$ cat src/rtl/pir_pkg.sv
`timescale 1ns / 1ps

package pir_pkg;

	localparam int DEPTH  = 64;
	localparam int DATA_W = 32;
	localparam int POS_W  = 7;
	localparam int ADDR_W = $clog2(DEPTH);
	localparam int CNT_W  = $clog2(DEPTH + 1);
	localparam int CMP_W  = (CNT_W > POS_W) ? CNT_W : POS_W;

	localparam logic [1:0] OP_PUSH   = 2'd0;
	localparam logic [1:0] OP_POP    = 2'd1;
	localparam logic [1:0] OP_REMOVE = 2'd2;
	localparam logic [1:0] OP_INSERT = 2'd3;

	localparam logic [1:0] ST_OK     = 2'd0;
	localparam logic [1:0] ST_EMPTY  = 2'd1;
	localparam logic [1:0] ST_FULL   = 2'd2;
	localparam logic [1:0] ST_BADPOS = 2'd3;

	typedef struct packed {
		logic              go;
		logic              up;
		logic [ADDR_W-1:0] first;
		logic [CNT_W-1:0]  len;
	} walk_req_t;

	typedef struct packed {
		logic              done;
		logic [DATA_W-1:0] taken;
	} walk_stat_t;

endpackage

$ cat src/rtl/pir_ram.sv
`timescale 1ns / 1ps

module pir_ram #(
	parameter int WIDTH = 32,
	parameter int DEPTH = 64
) (
	input  logic                     clk,
	input  logic                     we,
	input  logic [$clog2(DEPTH)-1:0] waddr,
	input  logic [WIDTH-1:0]         wdata,
	input  logic                     re,
	input  logic [$clog2(DEPTH)-1:0] raddr,
	output logic [WIDTH-1:0]         rdata
);

	logic [WIDTH-1:0] mem_q [DEPTH];
	logic [WIDTH-1:0] rdata_q;

	always_ff @(posedge clk) begin
		if (we) begin
			mem_q[waddr] <= wdata;
		end
		if (re) begin
			rdata_q <= mem_q[raddr];
		end
	end

	assign rdata = rdata_q;

endmodule

$ cat src/rtl/pir_walk.sv
`timescale 1ns / 1ps

module pir_walk (
	input  logic                           clk,
	input  logic                           arst_n,
	input  pir_pkg::walk_req_t             req,
	input  logic [pir_pkg::DATA_W-1:0]     rdata,
	output logic                           re,
	output logic [pir_pkg::ADDR_W-1:0]     raddr,
	output logic                           we,
	output logic [pir_pkg::ADDR_W-1:0]     waddr,
	output logic [pir_pkg::DATA_W-1:0]     wdata,
	output pir_pkg::walk_stat_t            stat
);

	logic                          active_q;
	logic                          pend_q;
	logic                          first_q;
	logic [pir_pkg::CNT_W-1:0]     left_q;
	logic                          up_q;
	logic [pir_pkg::ADDR_W-1:0]    rd_q;
	logic [pir_pkg::ADDR_W-1:0]    last_q;
	logic [pir_pkg::DATA_W-1:0]    taken_q;
	logic                          take_now;
	logic                          more;

	assign more     = (left_q != '0);
	assign take_now = up_q && first_q;

	always_ff @(posedge clk or negedge arst_n) begin
		if (!arst_n) begin
			active_q <= 1'b0;
			pend_q   <= 1'b0;
			first_q  <= 1'b0;
			left_q   <= '0;
		end else if (req.go) begin
			active_q <= 1'b1;
			pend_q   <= 1'b0;
			first_q  <= 1'b1;
			left_q   <= req.len;
		end else if (active_q) begin
			if (pend_q) begin
				first_q <= 1'b0;
			end
			if (more) begin
				left_q <= left_q - pir_pkg::CNT_W'(1);
				pend_q <= 1'b1;
			end else begin
				pend_q <= 1'b0;
			end
			if (!more && !pend_q) begin
				active_q <= 1'b0;
			end
		end
	end

	// address stepper: ascending closes a gap, descending opens one
	always_ff @(posedge clk) begin
		if (req.go) begin
			rd_q <= req.first;
			up_q <= req.up;
		end else if (active_q && more) begin
			rd_q   <= up_q ? rd_q + pir_pkg::ADDR_W'(1) : rd_q - pir_pkg::ADDR_W'(1);
			last_q <= rd_q;
		end
		if (active_q && pend_q && take_now) begin
			taken_q <= rdata;
		end
	end

	assign re         = active_q && more;
	assign raddr      = rd_q;
	assign we         = active_q && pend_q && !take_now;
	assign waddr      = up_q ? last_q - pir_pkg::ADDR_W'(1) : last_q + pir_pkg::ADDR_W'(1);
	assign wdata      = rdata;
	assign stat.done  = active_q && !more && !pend_q;
	assign stat.taken = taken_q;

	a_pend_active: assert property (@(posedge clk) disable iff (!arst_n)
		pend_q |-> active_q)
		else $error("read data pending while walk is idle");

	a_done_ends: assert property (@(posedge clk) disable iff (!arst_n)
		stat.done && !req.go |=> !active_q)
		else $error("walk did not stop after done");

	a_no_go_busy: assert property (@(posedge clk) disable iff (!arst_n)
		req.go |-> !active_q)
		else $error("walk started while still active");

endmodule

$ cat src/rtl/positional_insert_remove_array.sv
`timescale 1ns / 1ps

// Ordered list of up to pir_pkg::DEPTH signed 32-bit words with push, pop, remove at a
// 1-based position and insert at a 1-based position. A command is taken when start is
// high and busy is low; busy then stays high until its single result word has been shown
// for one cycle with done high. The receiver cannot stall, so it must take the word in that
// cycle. Pop, remove and insert run through one RAM read port and one write port, moving
// one entry per cycle: remove reads the entry at the position and rewrites every later
// entry one place down, while insert rewrites every entry from the position to the end
// one place up. The RAM needs no clearing after reset.
module positional_insert_remove_array (
	input  logic                           clk,
	input  logic                           arst_n,
	input  logic                           start,
	output logic                           busy,
	input  logic [1:0]                     op,
	input  logic [pir_pkg::POS_W-1:0]      position,
	input  logic signed [31:0]             value,
	output logic                           done,
	output logic [1:0]                     status,
	output logic signed [31:0]             taken_value,
	output logic [pir_pkg::POS_W-1:0]      count_after
);

	localparam logic [2:0] S_IDLE  = 3'd0;
	localparam logic [2:0] S_CHECK = 3'd1;
	localparam logic [2:0] S_WALK  = 3'd2;
	localparam logic [2:0] S_FILL  = 3'd3;
	localparam logic [2:0] S_DONE  = 3'd4;

	logic [2:0]                    state_q;
	logic [pir_pkg::CNT_W-1:0]     count_q;
	logic [1:0]                    op_q;
	logic [pir_pkg::POS_W-1:0]     pos_q;
	logic [pir_pkg::DATA_W-1:0]    val_q;
	logic [1:0]                    status_q;
	logic [pir_pkg::DATA_W-1:0]    taken_q;

	logic [pir_pkg::CMP_W-1:0]     cnt_x;
	logic [pir_pkg::CMP_W-1:0]     pos_x;
	logic [pir_pkg::CMP_W-1:0]     len_x;
	logic [pir_pkg::CMP_W-1:0]     pos_m1;
	logic [pir_pkg::CNT_W-1:0]     cnt_m1;
	logic                          empty;
	logic                          full;
	logic                          pos_bad;
	logic                          accept;

	pir_pkg::walk_req_t            wreq;
	pir_pkg::walk_stat_t           wstat;

	logic                          top_we;
	logic [pir_pkg::ADDR_W-1:0]    top_waddr;
	logic                          walk_we;
	logic [pir_pkg::ADDR_W-1:0]    walk_waddr;
	logic [pir_pkg::DATA_W-1:0]    walk_wdata;
	logic                          ram_re;
	logic [pir_pkg::ADDR_W-1:0]    ram_raddr;
	logic [pir_pkg::DATA_W-1:0]    ram_rdata;
	logic                          ram_we;
	logic [pir_pkg::ADDR_W-1:0]    ram_waddr;
	logic [pir_pkg::DATA_W-1:0]    ram_wdata;

	assign accept  = start && (state_q == S_IDLE);
	assign cnt_x   = pir_pkg::CMP_W'(count_q);
	assign pos_x   = pir_pkg::CMP_W'(pos_q);
	assign len_x   = cnt_x - pos_x + pir_pkg::CMP_W'(1);
	assign pos_m1  = pos_x - pir_pkg::CMP_W'(1);
	assign cnt_m1  = count_q - pir_pkg::CNT_W'(1);
	assign empty   = (count_q == '0);
	assign full    = (cnt_x == pir_pkg::CMP_W'(pir_pkg::DEPTH));
	assign pos_bad = (pos_x == '0) || (pos_x > cnt_x);

	// walk request: pop is a remove at the last position
	always_comb begin
		wreq.go    = 1'b0;
		wreq.up    = 1'b1;
		wreq.first = cnt_m1[pir_pkg::ADDR_W-1:0];
		wreq.len   = pir_pkg::CNT_W'(1);
		if (state_q == S_CHECK) begin
			case (op_q)
				pir_pkg::OP_POP: begin
					wreq.go = !empty;
				end
				pir_pkg::OP_REMOVE: begin
					wreq.go    = !empty && !pos_bad;
					wreq.first = pos_m1[pir_pkg::ADDR_W-1:0];
					wreq.len   = len_x[pir_pkg::CNT_W-1:0];
				end
				pir_pkg::OP_INSERT: begin
					wreq.go  = !full && !pos_bad;
					wreq.up  = 1'b0;
					wreq.len = len_x[pir_pkg::CNT_W-1:0];
				end
				default: begin
					wreq.go = 1'b0;
				end
			endcase
		end
	end

	assign top_we    = ((state_q == S_CHECK) && (op_q == pir_pkg::OP_PUSH) && !full) ||
	                   (state_q == S_FILL);
	assign top_waddr = (state_q == S_FILL) ? pos_m1[pir_pkg::ADDR_W-1:0]
	                                       : count_q[pir_pkg::ADDR_W-1:0];
	assign ram_we    = top_we || walk_we;
	assign ram_waddr = top_we ? top_waddr : walk_waddr;
	assign ram_wdata = top_we ? val_q : walk_wdata;

	always_ff @(posedge clk or negedge arst_n) begin
		if (!arst_n) begin
			state_q <= S_IDLE;
			count_q <= '0;
		end else begin
			case (state_q)
				S_IDLE: begin
					if (accept) begin
						state_q <= S_CHECK;
					end
				end
				S_CHECK: begin
					if (wreq.go) begin
						state_q <= S_WALK;
					end else begin
						state_q <= S_DONE;
						if (top_we) begin
							count_q <= count_q + pir_pkg::CNT_W'(1);
						end
					end
				end
				S_WALK: begin
					if (wstat.done) begin
						if (op_q == pir_pkg::OP_INSERT) begin
							state_q <= S_FILL;
						end else begin
							state_q <= S_DONE;
							count_q <= cnt_m1;
						end
					end
				end
				S_FILL: begin
					state_q <= S_DONE;
					count_q <= count_q + pir_pkg::CNT_W'(1);
				end
				S_DONE: begin
					state_q <= S_IDLE;
				end
				default: begin
					state_q <= S_IDLE;
				end
			endcase
		end
	end

	always_ff @(posedge clk) begin
		if (accept) begin
			op_q  <= op;
			pos_q <= position;
			val_q <= value;
		end
		if (state_q == S_CHECK) begin
			taken_q <= '0;
			case (op_q)
				pir_pkg::OP_PUSH:   status_q <= full ? pir_pkg::ST_FULL : pir_pkg::ST_OK;
				pir_pkg::OP_POP:    status_q <= empty ? pir_pkg::ST_EMPTY : pir_pkg::ST_OK;
				pir_pkg::OP_REMOVE: status_q <= empty   ? pir_pkg::ST_EMPTY :
				                                pos_bad ? pir_pkg::ST_BADPOS : pir_pkg::ST_OK;
				default:            status_q <= full    ? pir_pkg::ST_FULL :
				                                pos_bad ? pir_pkg::ST_BADPOS : pir_pkg::ST_OK;
			endcase
		end else if ((state_q == S_WALK) && wstat.done && (op_q != pir_pkg::OP_INSERT)) begin
			taken_q <= wstat.taken;
		end
	end

	pir_walk u_walk (
		.clk    (clk),
		.arst_n (arst_n),
		.req    (wreq),
		.rdata  (ram_rdata),
		.re     (ram_re),
		.raddr  (ram_raddr),
		.we     (walk_we),
		.waddr  (walk_waddr),
		.wdata  (walk_wdata),
		.stat   (wstat)
	);

	pir_ram #(
		.WIDTH (pir_pkg::DATA_W),
		.DEPTH (pir_pkg::DEPTH)
	) u_ram (
		.clk   (clk),
		.we    (ram_we),
		.waddr (ram_waddr),
		.wdata (ram_wdata),
		.re    (ram_re),
		.raddr (ram_raddr),
		.rdata (ram_rdata)
	);

	assign busy        = (state_q != S_IDLE);
	assign done        = (state_q == S_DONE);
	assign status      = status_q;
	assign taken_value = taken_q;
	assign count_after = cnt_x[pir_pkg::POS_W-1:0];

	a_count_bound: assert property (@(posedge clk) disable iff (!arst_n)
		cnt_x <= pir_pkg::CMP_W'(pir_pkg::DEPTH))
		else $error("entry count above capacity");

	a_accept_busy: assert property (@(posedge clk) disable iff (!arst_n)
		start && !busy |=> busy && !done)
		else $error("accepted word did not raise busy");

	a_wport_clash: assert property (@(posedge clk) disable iff (!arst_n)
		!(top_we && walk_we))
		else $error("two writers on the ram port");

	a_fail_taken: assert property (@(posedge clk) disable iff (!arst_n)
		done && (status != pir_pkg::ST_OK) |-> (taken_value == '0))
		else $error("failed command returned a word");

endmodule
$ cat config.mk
export PLATFORM = sky130hd
export DESIGN_NAME = positional_insert_remove_array
export DESIGN_NICKNAME = d
export VERILOG_FILES = /design/src/rtl/pir_pkg.sv /design/src/rtl/pir_ram.sv /design/src/rtl/pir_walk.sv /design/src/rtl/positional_insert_remove_array.sv
export SDC_FILE = /design/constraint.sdc
export NUM_CORES = 2
export LEC_CHECK = 0
export ABC_AREA = 1
export BUFFER_PORTS_ARGS = -buffer_cell sky130_fd_sc_hd__buf_2
export CAP_MARGIN = 25
export CELL_PAD_IN_SITES_DETAIL_PLACEMENT = 1
export CELL_PAD_IN_SITES_GLOBAL_PLACEMENT = 2
export CORE_MARGIN = 2
export CORE_UTILIZATION = 48
export CTS_CLUSTER_SIZE = 16
export DETAILED_ROUTE_END_ITERATION = 7
export PLACE_DENSITY_LB_ADDON = 0.1
export SLEW_MARGIN = 20
export SYNTH_ARGS = -nofsm -noshare
export SYNTH_HDL_FRONTEND = slang
export SYNTH_SLANG_ARGS = --single-unit
$ cat constraint.sdc
create_clock -name clk -period 6.8 [get_ports clk]
set_input_delay 1.36 -clock clk [delete_from_list [all_inputs] [get_ports clk]]
set_output_delay 1.36 -clock clk [all_outputs]
set_load 0.01 [all_outputs]
# Word-level counts from Yosys, hierarchy flattened
# Memory sizes are Yosys's and may differ from the RTL's. A register that Yosys moved wholly into a read port is not among the register bits.
# Index checks and enable logic that the tools add are counted.
# totals
register_bits	140
ramBits	2048
inputBits	44
out_inout_bits	43
elab_cells	125
memories	1
# op_classes
n_addsub	10
magnitude_cmp	1
eq_ne	14
muxes	42
bitwise	1
reduce_logical	41
# mem_list
name	words	width	rd	rd_clocked_by_memory_dff	wr	line_no	rtl
u_ram.mem_q	64	32	1	1	1	pir_ram.sv:16	logic [WIDTH-1:0] mem_q [DEPTH];
# ops
operator	count
$mux W7	8
$mux W6	7
$mux W32	1
$pmux W7 S3	1
$sub A6 B1 Y6 const B	3
$logic_and A1 B1 Y1	15
$mux W15	1
$add A7 B1 Y7 const B	2
$logic_not A7 Y1	2
$sub A7 B1 Y7 const B	2
$mux W1	13
$add A6 B1 Y6 const B	2
$mux W3	4
$ne A2 B2 Y1 const B	6
$pmux W3 S4	1
$mux W2	4
$reduce_and A2 Y1	4
$reduce_bool A2 Y1	4
$eq A7 B7 Y1 const B	1
$gt A7 B7 Y1	1
$reduce_bool A7 Y1	1
$sub A7 B7 Y7	1
$eq A3 B2 Y1 const B	2
$logic_not A1 Y1	6
other kinds (13)	17

# Longest topological paths before layout
# logic_depth
ltp_word	8
depth_mapped	15
depth_no_buf	15

# By module
# From an unflattened synthesis, not the netlist that was laid out.
# unflattened
hier_cells	7561
hier_area_um2	90360.4
# modules_own_cells
mod	instances	cells_each	area_per_inst_um2	seq_area_each_um2
pir_ram	1	6769	83058.4	62459.9
positional_insert_remove_array	1	548	4585.6	2182.1
pir_walk	1	244	2716.4	1601.5

# Worst setup path after synthesis
# OpenSTA, ideal clock, no wires.
# synth_path
path_type	reg2reg
start	register u_walk.up_q
end	memory u_ram.mem_q[48][0], enable pin
setup_ns	0.421
arrival_time_ns	3.249
required_time_ns	6.379
setup_slack_ns	3.130
path_stages_with_launch	10
path_buffers	0
synth_period_minus_slack_ns	3.670
path_cell_list	edfxtp_1 fa_1 a21oi_1 o21bai_1 xnor2_1 o21ai_2 inv_1 nor2_1 nand2_2 nor2_1
# synth_between
elab_chain_len	6
elab_cells_between_ends	8
cone_classes	mux: 4; reduce/logical: 4
# synth_rtl
element	line_no	rtl
from (decl)	pir_walk.sv:20	logic up_q;
from (signal assigned)	pir_walk.sv:61	up_q <= req.up;
$logic_and A1 B1 Y1	pir_walk.sv:28	assign take_now = up_q && first_q;
$logic_not A1 Y1	pir_walk.sv:73	assign we = active_q && pend_q && !take_now;
$logic_and A1 B1 Y1	pir_walk.sv:73	
$logic_or A1 B1 Y1	positional_insert_remove_array.sv:106	assign ram_we = top_we || walk_we;
$mux W1	pir_ram.sv:20	if (we) begin
$mux W1 (not written as such)	pir_ram.sv:21	mem_q[waddr] <= wdata;
to (decl)	pir_ram.sv:16	
# Several ways; a longest one is shown, not always the timed one.

# Final worst setup path
# layout_path
start	register count_q (netlist bit count_after[0])
end	memory u_ram.mem_q[2][24], enable pin
# layout_between
elab_chain_len	7
elab_cells_between_ends	9
cone_classes	eq/ne: 1; mux: 4; reduce/logical: 4
# layout_rtl
element	line_no	rtl
from (decl)	positional_insert_remove_array.sv:32	logic [pir_pkg::CNT_W-1:0] count_q;
from (signal assigned)	positional_insert_remove_array.sv:127	count_q <= count_q + pir_pkg::CNT_W'(1);
from (signal assigned)	positional_insert_remove_array.sv:137	count_q <= cnt_m1;
from (signal assigned)	positional_insert_remove_array.sv:143	count_q <= count_q + pir_pkg::CNT_W'(1);
$eq A7 B7 Y1	positional_insert_remove_array.sv:71	assign full = (cnt_x == pir_pkg::CMP_W'(pir_pkg::DEPTH));
$logic_not A1 Y1	positional_insert_remove_array.sv:102	assign top_we = ((state_q == S_CHECK) && (op_q == pir_pkg::OP_PUSH) && !full) ||
$logic_and A1 B1 Y1	positional_insert_remove_array.sv:102	
$logic_or A1 B1 Y1	positional_insert_remove_array.sv:102	
$logic_or A1 B1 Y1	positional_insert_remove_array.sv:106	
$mux W1	pir_ram.sv:20	
$mux W1 (not written as such)	pir_ram.sv:21	
# Several ways; a longest one is shown, not always the timed one.

==> out/metrics.csv <==
stage,metric,value,unit
run_status,outcome,"finished, final reports clean",
floorplan,initial cell density of the core,48.2,%
final_layout,final core utilization,54.5,%
power_and_ir_drop,VDD IR-drop max,0.000477,V
critical_path,Setup Crit Path Kind,reg2reg,
clock_tree,Bufs on Longest Clock Path,3,
synth,adder-cell share of the synthesized area,0.458,%
grt,grt total ovfl,0,
synth,number of synthesized register bits,2220,
clock_tree,Num CTS Buffers,227,
detailed_routing,number of remaining DRC errors,0,
synth,Avg Synthesized Cell Area,12.7,sq um
final_layout,fin nets,7030,
synth,Mapped Cells,6950,
floorplan,site row count,157,
synth,Post-Synth Simple-Gate Area,11.4,%
critical_path,Setup crit start kind,flop,
detailed_routing,Via density,6.10,
sta,Worst-Margin Slew,1090,ps
clock_tree,CTS root buffer,clkbuf_16,
sta,Final Hold Violating Endpoints,0,
synth,post-synthesis sequential area ratio,75.3,%
critical_path,CP Capture Type,flop,
min_path,Tightest Hold Check Type,reg2reg,
floorplan,Core Area,183000,sq um
grt,global-route wire length before repair,398,mm
grt,initial antenna violation count,20,
clock_tree,hold buffer count at cts,0,
final_layout,Fillers,17919,
detailed_routing,total number of vias,58195,
synth,asr flop ratio synth,0.901,%
sta,Slew HR,27.1,%
power_and_ir_drop,Leak Pwr,32.9,nW
detailed_routing,drt first pass iters,5,
synth,largest family of logic cells by synthesized area,simple AND/OR/NAND/NOR gates,
clock_tree,H-Tree Depth,4,
sta,RSZ-0062 raised after global routing,false,
synth,number of warnings issued by yosys,0,
clock_tree,Clock Sinks,2220,
final_layout,"Area growth, synth to finish",13.0,%
detailed_routing,Initial DRC Count,6059,
clock_tree,Skew-Pair Late Insertion Delay,860,ps
floorplan,Die X,432,um
floorplan,Die H,432,um
sta,fmax,209,MHz
sta,fin worst setup slack,2010,ps
sta,Tcrit/Tclk final,70.5,%
synth,mux share of post-synthesis cell area,0,%
detailed_routing,DRT Wirelength,276,mm
clock_tree,postcts setup bufs,0,
placement,Port Buffers,86,
grt,vias in the first global route,58026,
final_layout,FF+latch area,66200,sq um
clock_tree,PostCTS Resize Cnt,0,
detailed_routing,routed length per placed instance,28.9,um
synth,Synth Area in XOR/XNOR,0.269,%
synth,number of synthesized flops with an enable pin,2168,
synth,Mapped Area,88000,sq um
grt,GRT Total Usage,29.3,%
critical_path,"Req. time, crit path",7360,ps
sta,Max Slew Vio Count,0,
final_layout,layout cells sized above 1,9.50,%
placement,pre-CTS setup slack,1760,ps
placement,GPL Wtd Cong,0.849,
critical_path,Worst Path Arrival,5350,ps
clock_tree,CTS tree,yes,
job,total of max-cap violations,0,
placement,Post-DP HPWL,159,mm
clock_tree,clock slew at reported path FFs,70,ps
critical_path,"critical path fanouts, max",44,
sta,fin crit period,4790,ps
synth,ys flop type,edfxtp_1,
sta,setup TNS,0,ps
floorplan,Top Ports,87,
sta,Min Hold Slack,458,ps
critical_path,R2R setup slack,2010,ps
synth,compound-cell area share of the yosys netlist,10.1,%
sta,# setup viols final,0,
power_and_ir_drop,Pwr Density,548,nW/um^2
grt,largest net degree at the start of global routing,188,
detailed_routing,ANT nets after route,0,
floorplan,die area,187000,sq um
synth,post-synth cell types,40,
final_layout,area of the multi-input gates,20200,sq um
synth,post-synth net total,7025,
sta,Layout Skew,30.5,ps
[registers in the layout, indices dropped and copies added, names as in the netlist, 3 cells and up]
| register | cells |
|---|---|
| state_q | 3 |
| count_after | 7 |
| u_ram.mem_q | 2048 |
| u_walk.taken_q | 32 |
| val_q | 32 |
| u_ram.rdata | 32 |
| pos_q | 7 |
| u_walk.left_q | 7 |
| taken_value | 32 |
| u_walk.raddr | 6 |
| u_walk.last_q | 6 |
[logic make-up after synthesis]
family                   after synthesis
XOR/XNOR                              27
AO/OA/AOI/OAI                       1637
buffers and inverters                536
flip-flops                          2220
AND/OR/NAND/NOR                     2499
adder cells (fa/ha/maj)               31
[final timing paths]
path                                       to  cells past startpoint            from
max                        u_ram.mem_q[2][24]                     13  count_after[0]
min                         u_walk.taken_q[3]                      0  u_ram.rdata[3]
max reg2reg                u_ram.mem_q[2][24]                     13  count_after[0]
min reg2reg                 u_walk.taken_q[3]                      0  u_ram.rdata[3]
max in group asynchronous    u_walk.left_q[3]                      1          arst_n
min in group asynchronous      count_after[3]                      1          arst_n
[routing by layer]
layer	vias to the layer above	global-route usage [%]	share of wire [%]
met5	-	0	0.013
met4	6	8.97	3.0
met3	366	4.50	7.5
met2	2111	44.3	45
met1	30254	43.7	44
li1	25458	-	-
[through the flow]
stage | power, mW | cell area [sq um] | instances
after floorplan | 32.2 | 88000 | 6950
after global placement | 41.4 | 91200 | 9067
after detailed placement | 42.2 | 91900 | 9098
after CTS | 54.4 | 99200 | 9520
after global routing | 56.8 | 99500 | 9534
final | 54.5 | 99500 | 9544
[power by group]
part | total [mW] | switching, mW | internal, mW
sequential | 20.9 | 0.680 | 20.2
clock | 12.2 | 5.25 | 7.00
combinational | 21.4 | 16.9 | 4.49
[worst max-delay path: stages, from the launching register on]
cell	delay, ps
dfrtp_1	450
inv_1	180
ha_1	230
nand2_1	140
inv_2	90
nand2_2	70
nand3_2	120
nand2_4	310
inv_2	640
nand3_1	150
nand2_1	330
nand3_1	680
nor2_4	800
buf_16	240
[final cells by class]
class / instances / area share, %
Tap cell: 2385 / 3.00
Sequential cell: 2220 / 66.6
Clock inverter: 127 / 1.19
Inverter: 69 / 0.288
Multi-Input combinational cell: 4194 / 20.3
Clock buffer: 295 / 6.08
Antenna cell: 11 / 0.0277
Timing Repair Buffer: 243 / 2.56
[cells in the mapped netlist (3+ instances only)]
cell type	instances	area share [%]
o21ai_0	1090	6.2
nand4_1	14	0.10
ha_1	29	0.41
dfxtp_1	32	0.73
inv_1	63	0.27
nor3_1	4	0.023
xor2_1	20	0.20
xnor2_1	7	0.070
inv_2	5	0.021
nand3_1	409	2.3
nor2_1	1196	5.1
o21ai_1	4	0.023
and2_1	21	0.15
buf_4	7	0.060
nand2_2	9	0.064
edfxtp_1	2168	74
nand3_2	3	0.034
dfrtp_1	20	0.57
o22ai_1	514	3.7
a21oi_1	18	0.10
nand2_1	835	3.6
clkbuf_1	302	1.3
buf_2	114	0.65
buf_6	3	0.038
buf_1	41	0.17
[placed cells by master (no fill, tap or decap), types with 4 or more instances in the layout]
cell type and instances:
edfxtp_1 2168, nor2_1 1129, o21ai_0 1090, nand2_1 803
o22ai_1 514, nand3_1 409, clkbuf_16 231, buf_4 92
buf_2 87, nor2_4 66, clkbuf_1 61, inv_1 60
clkinv_1 53, buf_12 45, nand2_2 39, clkinv_2 33
dfxtp_1 32, ha_1 29, and2_1 21, xor2_1 20
bufinv_16 20, dfrtp_1 20, buf_16 19, a21oi_1 18
nand4_1 14, diode_2 11, inv_6 8, xnor2_1 7
inv_2 5, clkinv_8 5, clkinvlp_4 5, nor3_1 4
o21ai_1 4, clkinv_4 4
Power figures use the tool's default switching activity.
